**config.mk**
```make
export PLATFORM = sky130hd
export DESIGN_NAME = md4_message_digest
export DESIGN_NICKNAME = d
export VERILOG_FILES = /design/src/sv/md4_pkg.sv /design/src/sv/md4_message_digest.sv
export SDC_FILE = /design/constraint.sdc
export NUM_CORES = 2
export LEC_CHECK = 0
export BUFFER_PORTS_ARGS = -buffer_cell sky130_fd_sc_hd__buf_2
export CAP_MARGIN = 20
export CORE_MARGIN = 3
export CORE_UTILIZATION = 55
export CTS_BUF_LIST = sky130_fd_sc_hd__clkbuf_16
export DETAILED_ROUTE_END_ITERATION = 6
export PLACE_DENSITY = 0.77
export SETUP_SLACK_MARGIN = 0.1
export SLEW_MARGIN = 20
export SYNTH_ARGS = -nofsm -noshare
export SYNTH_HDL_FRONTEND = slang
export SYNTH_SLANG_ARGS = --single-unit
```
**constraint.sdc**
```tcl
create_clock -name clk -period 8 [get_ports clk]
set_clock_uncertainty 0.05 [all_clocks]
set_input_delay 0 -clock clk [delete_from_list [all_inputs] [get_ports clk]]
set_output_delay 0 -clock clk [all_outputs]
set_load 0.02 [all_outputs]
```
**src/sv/md4_pkg.sv**
```systemverilog
package md4_pkg;

  // Initial chaining words A, B, C, D
  localparam logic [31:0] IV [4] = '{32'h67452301, 32'hefcdab89, 32'h98badcfe, 32'h10325476};

  localparam logic [31:0] K_ROUND2 = 32'h5a827999;
  localparam logic [31:0] K_ROUND3 = 32'h6ed9eba1;
  localparam logic [7:0]  PAD_BYTE = 8'h80;
  localparam logic [5:0]  LAST_POS = 6'h3f;
  localparam logic [5:0]  LAST_RND = 6'd47;
  localparam logic [3:0]  LEN_LO_WORD = 4'd14;
  localparam logic [3:0]  LEN_HI_WORD = 4'd15;
  localparam logic [4:0]  WORDS_PER_BLOCK = 5'd16;

  typedef logic [3:0] step_t;

  // Microprogram addresses
  localparam step_t ST_WAIT  = 4'd0;
  localparam step_t ST_LOAD  = 4'd1;
  localparam step_t ST_ROUND = 4'd2;
  localparam step_t ST_ADD   = 4'd3;
  localparam step_t ST_PAD   = 4'd4;
  localparam step_t ST_CLR   = 4'd5;
  localparam step_t ST_SPLIT = 4'd6;
  localparam step_t ST_REARM = 4'd7;
  localparam step_t ST_LENLO = 4'd8;
  localparam step_t ST_LENHI = 4'd9;
  localparam step_t ST_FINAL = 4'd10;
  localparam step_t ST_EMIT  = 4'd11;
  localparam step_t ST_INIT  = 4'd12;

  typedef enum logic [3:0] {
    OP_WAIT,   // take a word; alt = compress, nxt = finalize
    OP_LOAD,   // working regs from chain
    OP_ROUND,  // one round per cycle, falls through after the last
    OP_ADD,    // fold into chain, return
    OP_PAD,    // write the word holding the 0x80 marker
    OP_CLR,    // zero words up to the end; alt when a second block is needed
    OP_CALL,   // return to nxt, jump to alt
    OP_REARM,  // restart the clear sweep from word 0
    OP_LENLO,
    OP_LENHI,
    OP_EMIT,
    OP_INIT
  } op_t;

  typedef struct packed {
    op_t   op;
    step_t nxt;
    step_t alt;
  } uword_t;

  function automatic uword_t ucode(step_t pc);
    uword_t u;
    unique case (pc)
      ST_WAIT:  u = '{OP_WAIT,  ST_PAD,   ST_LOAD};
      ST_LOAD:  u = '{OP_LOAD,  ST_ROUND, ST_ROUND};
      ST_ROUND: u = '{OP_ROUND, ST_ADD,   ST_ROUND};
      ST_ADD:   u = '{OP_ADD,   ST_WAIT,  ST_WAIT};
      ST_PAD:   u = '{OP_PAD,   ST_CLR,   ST_CLR};
      ST_CLR:   u = '{OP_CLR,   ST_LENLO, ST_SPLIT};
      ST_SPLIT: u = '{OP_CALL,  ST_REARM, ST_LOAD};
      ST_REARM: u = '{OP_REARM, ST_CLR,   ST_CLR};
      ST_LENLO: u = '{OP_LENLO, ST_LENHI, ST_LENHI};
      ST_LENHI: u = '{OP_LENHI, ST_FINAL, ST_FINAL};
      ST_FINAL: u = '{OP_CALL,  ST_EMIT,  ST_LOAD};
      ST_EMIT:  u = '{OP_EMIT,  ST_INIT,  ST_INIT};
      ST_INIT:  u = '{OP_INIT,  ST_WAIT,  ST_WAIT};
      default:  u = '{OP_INIT,  ST_WAIT,  ST_WAIT};
    endcase
    return u;
  endfunction

  // Message word used by a round
  function automatic logic [3:0] word_sel(logic [5:0] rnd);
    logic [3:0] w;
    unique case (rnd[5:4])
      2'd0:    w = rnd[3:0];
      2'd1:    w = {rnd[1:0], rnd[3:2]};
      default: w = {rnd[0], rnd[1], rnd[2], rnd[3]};
    endcase
    return w;
  endfunction

  // Rotate amount, indexed by {stage, round mod 4}
  function automatic logic [4:0] rot_amt(logic [3:0] idx);
    logic [4:0] s;
    unique case (idx)
      4'd0:    s = 5'd3;
      4'd1:    s = 5'd7;
      4'd2:    s = 5'd11;
      4'd3:    s = 5'd19;
      4'd4:    s = 5'd3;
      4'd5:    s = 5'd5;
      4'd6:    s = 5'd9;
      4'd7:    s = 5'd13;
      4'd8:    s = 5'd3;
      4'd9:    s = 5'd9;
      4'd10:   s = 5'd11;
      4'd11:   s = 5'd15;
      default: s = 5'd3;
    endcase
    return s;
  endfunction

endpackage

```
**src/sv/md4_message_digest.sv**
```systemverilog
// MD4 digest engine over a byte stream.
// Input channel (in_valid / in_stall): one word per item carrying data_byte,
// has_byte and message_end. A byte is packed little-endian into the 16-word
// block. Items with has_byte low and message_end low are no-ops.
// Output channel (out_valid / out_stall): four words per message, digest_word
// with word_index 0..3, digest_last on index 3; word 0 low byte comes first.
// Sequence: a byte that does not close a block leaves the sequencer waiting.
// A byte that closes a 64-byte block stalls the input for the load, 48
// rounds through the single round unit and the fold. At message end: the
// pad step, a clear of the remaining block words, and when fewer than 8
// bytes are left for the length an extra compression and a clear of the
// whole block; then the two length words and the call, the compression,
// the emit of the four digest words and the reinitialise step.
// A stalled output holds its word and the sequencer waits in the emit step;
// the input stays stalled until all four words are loaded out.
// Reset (rst, synchronous) loads the initial chaining words, clears the bit
// count and returns the sequencer to its wait step with no output pending.
module md4_message_digest (
  input  logic        clk,
  input  logic        rst,
  input  logic        in_valid,
  output logic        in_stall,
  input  logic [7:0]  data_byte,
  input  logic        has_byte,
  input  logic        message_end,
  output logic        out_valid,
  input  logic        out_stall,
  output logic [31:0] digest_word,
  output logic [1:0]  word_index,
  output logic        digest_last
);

  md4_pkg::step_t  pc;
  md4_pkg::step_t  ret_pc;
  md4_pkg::uword_t ctl;

  logic [31:0] chain [4];
  logic [31:0] mb [16];
  logic [63:0] bit_count;
  logic [31:0] pack;
  logic [31:0] a, b, c, d;
  logic [5:0]  rnd;
  logic [4:0]  clr;
  logic        fin_two;
  logic [1:0]  widx;

  logic        in_accept;
  logic [5:0]  pos;
  logic [31:0] pack_new;
  logic [31:0] pad_word;
  logic        mb_we;
  logic [3:0]  mb_wa;
  logic [31:0] mb_wd;
  logic [31:0] f, k, t, rot;
  logic [63:0] rot_wide;
  logic [4:0]  s;
  logic        out_take;

  assign ctl       = md4_pkg::ucode(pc);
  assign in_stall  = (pc != md4_pkg::ST_WAIT);
  assign in_accept = in_valid && !in_stall;
  assign out_take  = out_valid && !out_stall;
  assign pos       = bit_count[8:3];

  // Byte lane packing; a lane-0 byte clears the upper lanes
  always_comb begin
    if (pos[1:0] == 2'd0) begin
      pack_new = {24'd0, data_byte};
      pad_word = {24'd0, md4_pkg::PAD_BYTE};
    end else begin
      pack_new = pack | ({24'd0, data_byte} << {pos[1:0], 3'b000});
      pad_word = pack | ({24'd0, md4_pkg::PAD_BYTE} << {pos[1:0], 3'b000});
    end
  end

  always_comb begin
    mb_we = 1'b0;
    mb_wa = pos[5:2];
    mb_wd = pack_new;
    unique case (ctl.op)
      md4_pkg::OP_WAIT: begin
        mb_we = in_accept && has_byte && (pos[1:0] == 2'd3);
      end
      md4_pkg::OP_PAD: begin
        mb_we = 1'b1;
        mb_wd = pad_word;
      end
      md4_pkg::OP_CLR: begin
        mb_we = (clr != md4_pkg::WORDS_PER_BLOCK);
        mb_wa = clr[3:0];
        mb_wd = '0;
      end
      md4_pkg::OP_LENLO: begin
        mb_we = 1'b1;
        mb_wa = md4_pkg::LEN_LO_WORD;
        mb_wd = bit_count[31:0];
      end
      md4_pkg::OP_LENHI: begin
        mb_we = 1'b1;
        mb_wa = md4_pkg::LEN_HI_WORD;
        mb_wd = bit_count[63:32];
      end
      default: mb_we = 1'b0;
    endcase
  end

  // Round unit
  always_comb begin
    unique case (rnd[5:4])
      2'd0: begin
        f = (b & c) | (~b & d);
        k = '0;
      end
      2'd1: begin
        f = (b & c) | (b & d) | (c & d);
        k = md4_pkg::K_ROUND2;
      end
      default: begin
        f = b ^ c ^ d;
        k = md4_pkg::K_ROUND3;
      end
    endcase
    s        = md4_pkg::rot_amt({rnd[5:4], rnd[1:0]});
    t        = a + f + mb[md4_pkg::word_sel(rnd)] + k;
    rot_wide = {t, t} << s;
    rot      = rot_wide[63:32];
  end

  always_ff @(posedge clk) begin
    if (mb_we) begin
      mb[mb_wa] <= mb_wd;
    end
    if (in_accept && has_byte) begin
      pack <= pack_new;
    end
    if (ctl.op == md4_pkg::OP_LOAD) begin
      a <= chain[0];
      b <= chain[1];
      c <= chain[2];
      d <= chain[3];
    end else if (ctl.op == md4_pkg::OP_ROUND) begin
      a <= d;
      d <= c;
      c <= b;
      b <= rot;
    end
  end

  always_ff @(posedge clk) begin
    if (rst) begin
      pc          <= md4_pkg::ST_WAIT;
      ret_pc      <= md4_pkg::ST_WAIT;
      chain       <= md4_pkg::IV;
      bit_count   <= '0;
      rnd         <= '0;
      clr         <= '0;
      fin_two     <= 1'b0;
      widx        <= '0;
      out_valid   <= 1'b0;
      digest_word <= '0;
      word_index  <= '0;
      digest_last <= 1'b0;
    end else begin
      if (out_take) begin
        out_valid <= 1'b0;
      end
      unique case (ctl.op)
        md4_pkg::OP_WAIT: begin
          if (in_accept) begin
            if (has_byte) begin
              bit_count <= bit_count + 64'd8;
            end
            if (has_byte && pos == md4_pkg::LAST_POS) begin
              ret_pc <= message_end ? ctl.nxt : md4_pkg::ST_WAIT;
              pc     <= ctl.alt;
            end else if (message_end) begin
              pc <= ctl.nxt;
            end
          end
        end
        md4_pkg::OP_LOAD: begin
          rnd <= '0;
          pc  <= ctl.nxt;
        end
        md4_pkg::OP_ROUND: begin
          rnd <= rnd + 6'd1;
          pc  <= (rnd == md4_pkg::LAST_RND) ? ctl.nxt : ctl.alt;
        end
        md4_pkg::OP_ADD: begin
          chain[0] <= chain[0] + a;
          chain[1] <= chain[1] + b;
          chain[2] <= chain[2] + c;
          chain[3] <= chain[3] + d;
          pc       <= ret_pc;
        end
        md4_pkg::OP_PAD: begin
          clr     <= {1'b0, pos[5:2]} + 5'd1;
          fin_two <= (pos[5:3] == 3'b111);
          pc      <= ctl.nxt;
        end
        md4_pkg::OP_CLR: begin
          if (clr == md4_pkg::WORDS_PER_BLOCK) begin
            pc <= fin_two ? ctl.alt : ctl.nxt;
          end else begin
            clr <= clr + 5'd1;
          end
        end
        md4_pkg::OP_CALL: begin
          ret_pc <= ctl.nxt;
          pc     <= ctl.alt;
        end
        md4_pkg::OP_REARM: begin
          clr     <= '0;
          fin_two <= 1'b0;
          pc      <= ctl.nxt;
        end
        md4_pkg::OP_LENLO, md4_pkg::OP_LENHI: begin
          pc <= ctl.nxt;
        end
        md4_pkg::OP_EMIT: begin
          if (!out_valid || out_take) begin
            out_valid   <= 1'b1;
            digest_word <= chain[widx];
            word_index  <= widx;
            digest_last <= (widx == 2'd3);
            widx        <= widx + 2'd1;
            if (widx == 2'd3) begin
              pc <= ctl.nxt;
            end
          end
        end
        md4_pkg::OP_INIT: begin
          chain     <= md4_pkg::IV;
          bit_count <= '0;
          pc        <= ctl.nxt;
        end
        default: pc <= md4_pkg::ST_WAIT;
      endcase
    end
  end

  a_words_in_order: assert property (@(posedge clk) disable iff (rst)
    out_take && !digest_last |=> out_valid && word_index == $past(word_index) + 2'd1)
    else $error("digest words not delivered in sequence");

  a_last_flag: assert property (@(posedge clk) disable iff (rst)
    out_valid |-> digest_last == (word_index == 2'd3))
    else $error("digest_last does not match word_index");

  a_byte_aligned: assert property (@(posedge clk) disable iff (rst)
    bit_count[2:0] == 3'd0)
    else $error("bit count lost byte alignment");

  a_clr_bound: assert property (@(posedge clk) disable iff (rst)
    pc == md4_pkg::ST_CLR |-> clr <= md4_pkg::WORDS_PER_BLOCK)
    else $error("clear sweep ran past the block");

  a_round_bound: assert property (@(posedge clk) disable iff (rst)
    pc == md4_pkg::ST_ROUND |-> rnd <= md4_pkg::LAST_RND)
    else $error("round counter out of range");

endmodule

```
==> flow_summary.yaml <==
status:
  status: "finished with violations"
  violations: "DRC"
detailed_routing:
  first_iter_violations: 5204
  vias: 37500
  drt_pass1_iterations: 7
  wl_per_cell_microns: 25.2
  drtAntennaViolNets: 0
  avgViaCountPerCell: 6.49
  route.detailed.drc: 9
  finalWirelength_microns: 146000
floorplanning:
  die_w_microns: 308
  initial_core_util_pct: 55.7
  rows: 110
  dieArea_sq_um: 95100
  io_pins: 51
  coreArea_sq_um: 90300
  fp.dieH_microns: 308
synth:
  syn_nets: 4784
  synthFlopType: "edfxtp_1"
  synth_seq_area_share_pct: 50.6
  yosysWarnings: 0
  ys_types: 99
  synth-async-reset-ratio_pct: 0
  netlist_area_sq_um: 50300
  syn_inst: 4507
  ys_seq_elements: 935
  syn_area_per_cell_sq_um: 11.2
  synth_edf_count: 672
clocking:
  cts_setup_buffers: 0
  cts_buffer_depth: 3
  clk_latency_ps: 700
  cts_resized: 0
  numCtsBuffers: 95
  cts.sinks: 935
  cts_hold_buf: 17
  h-tree-depth: 3
  root_buffer: "clkbuf_16"
  cts.clk_slew.worst_paths_ps: 70
  tritoncts: "done"
setup_path:
  end_kind: "flip-flop"
  reg2regPathDepth: 22
  crit_path_max_fanout: 31
  r2r_slack_ps: 850
  crit_end: "b[31]"
  r2r-start: "rnd[4]"
  critPathKind: "flip-flop to flip-flop"
  startpoint: "rnd[4]"
  worst-endpoint-arrival_ps: 7520
  worstPathRequired_ps: 8370
  worst_setup_path_start_kind: "flip-flop"
  timing.rr.end: "b[31]"
placed_design:
  dp.cells: 5584
  routabilityCongestion: 0.973
  dp_slack_ps: 1070
  hpwl_microns: 97700
  io_buffers: 50
grt:
  grt_start_max_net_pins: 79
  grt_use_met3_pct: 5.87
  grtUsageMet1_pct: 43.8
  gr-usage-met2_pct: 46.3
  grt_pass1_vias: 35600
  antenna_found_initial: 4
  gr-usage-all-layers_pct: 30.5
  grt_busiest_layer: "met2"
  overflow: 0
  grt_pass1_wl_microns: 220000
timing:
  setup_ws_ps: 847
  tightest_slew_ps: 1110
  setup_violations: 0
  hold_viol_final: 0
  min_period_ps: 7150
  slew_violations: 0
  finalCritPeriodShare_pct: 89.4
  rsz0062_at_grt: "false"
  max_freq_ghz: 0.140
  fin_setup_tns_ps: 0
  slew_headroom_pct: 26.0
power_and_ir_drop:
  seq_power_share_pct: 30.9
  clockPowerShare_pct: 22.2
  comb_power_share_pct: 46.9
  power.density_nw_per_um2: 369
  p_int_uw: 12200
  p_leak_uw: 0.0208
  swShare_pct: 40.4
  switchingPower_uw: 8270
  vdd_drop_max_mv: 0.292
worst_hold_path:
  hold_path_depth: 3
  hp-class: "primary input to flip-flop"
cells_and_area:
  drive_gt1_share_pct: 12.2
  layout.nets: 4799
  fin_cells: 5777
  antenna_cells: 0
  syn_to_final_growth_pct: 10.4
run:
  max_cap_violations: 0
## cells in the mapped netlist (all sizes together) (11+ instances only)
library cell | instances | area share (%)
edfxtp | 672 | 40
nand2 | 661 | 4.9
nor2 | 390 | 2.9
a21oi | 366 | 3.7
dfxtp | 263 | 10
o21ai | 185 | 1.9
ha | 172 | 4.3
clkbuf | 165 | 1.2
mux4 | 164 | 7.3
inv | 148 | 1.1
xnor2 | 95 | 1.7
fa | 91 | 3.6
xor2 | 85 | 1.5
mux2i | 79 | 1.6
nand3 | 75 | 0.75
buf | 68 | 0.60
a21o | 66 | 0.99
nand2b | 65 | 0.81
a22oi | 55 | 0.82
o22ai | 46 | 0.57
nor3 | 41 | 0.42
a211oi | 38 | 0.60
o211ai | 36 | 0.55
o31ai | 35 | 0.53
and2 | 34 | 0.42
o21a | 30 | 0.45
or3 | 30 | 0.38
a31oi | 29 | 0.39
nor2b | 27 | 0.34
o21bai | 23 | 0.34
a222oi | 22 | 0.44
and3 | 22 | 0.27
a22o | 21 | 0.37
nand4 | 20 | 0.25
a211o | 19 | 0.33
mux2 | 18 | 0.40
or2 | 14 | 0.17
a221o | 13 | 0.26
a2111oi | 11 | 0.22
## worst max-delay path, cell delays in order, from the launching register on
cell	delay (ps)
dfxtp_2	630
nand2b_1	170
a21oi_1	100
a21oi_4	460
buf_4	520
mux4_2	370
and2_1	170
a211oi_1	210
a21oi_1	90
fa_1	450
fa_1	480
ha_1	420
a21oi_1	400
o21ai_0	150
and3_1	210
nor3_1	400
o21ai_0	200
or3_1	360
and3_1	190
a211o_1	320
mux2i_1	190
o21ai_0	120
a22o_1	200
## flip-flops by register name, summed over array words and instances (netlist names), 2 cells and up
signal,count
ctl,12
mb,512
chain,128
s,4
digest_word,32
pc,4
d,32
bit_count,61
rnd,6
word_index,2
clr,5
pack,32
c,32
b,32
a,32
widx,2
ret_pc,4
## routing by layer
layer,vias to the layer above,share of wire (%)
li1,16700,-
met2,2114,45
met1,18300,40
met5,-,0
met3,337,11
met4,0,4.2
## stage by stage
stage / area, sq um / util (%) / total power, uW / hold slack (ps)
final: 55500 / 61.5 / 20500 / 233
after global routing: 55500 / 61.5 / 21500 / 233
after CTS: 55500 / 61.4 / 20300 / 195
after detailed placement: 52100 / 57.7 / 15700 / 324
after global placement: 52100 / 57.7 / 15600 / 313
after floorplan: 50300 / - / 13200 / 135
## cell type report
type	instances	area, sq um
fillers	7007	34800
clock inverters	77	714
multi-input cells	3189	23700
repair buffers	151	1090
inverters	150	566
clock buffers	99	2480
well taps	1176	1470
flip-flops and latches	935	25500
## power groups by stage
stage	clock, uW	combinational [uW]	sequential, uW
after CTS	4580	9360	6330
after floorplan	0	6910	6270
final	4550	9620	6340
after global placement	0	9150	6420
after detailed placement	0	9290	6420
after global routing	4770	10400	6360
## cell usage in the layout (no fill, tap or decap), types with 20 or more instances in the layout
master / instances
a211oi_1: 36
a21o_1: 65
a21oi_1: 359
a222oi_1: 22
a22o_1: 21
a22oi_1: 55
a31oi_1: 26
and2_1: 30
and3_1: 22
buf_2: 49
buf_4: 82
clkbuf_16: 99
clkinv_1: 26
dfxtp_1: 258
edfxtp_1: 672
fa_1: 91
ha_1: 171
inv_1: 162
mux2i_1: 78
mux4_2: 164
nand2_1: 660
nand2b_1: 64
nand3_1: 73
nand4_1: 20
nor2_1: 369
nor2b_1: 27
nor3_1: 38
o211ai_1: 35
o21a_1: 28
o21ai_0: 171
o21bai_1: 23
o22ai_1: 46
o31ai_1: 20
or3_1: 29
xnor2_1: 93
xor2_1: 85
## cell families after synthesis
group	count (synthesis)	synth area share, %
buffers and inverters	383	2.95
adders and majority gates	264	7.92
xor gates and xnor gates	180	3.17
and+or+nand+nor	1415	12.2
AOI/OAI and AO/OA	1069	13.8
DFF	935	50.6
muxes	261	9.33
## worst min path at each step
stage | slack [ps] | from | end
floorplan | 130 | out_stall | out_valid
global placement | 310 | out_stall | out_valid
detailed placement | 320 | out_stall | out_valid
CTS | 200 | rst | ctl[2]
global route | 230 | rst | ret_pc[0]
finish | 230 | rst | clr[4]
Power figures use the tool's default switching activity.
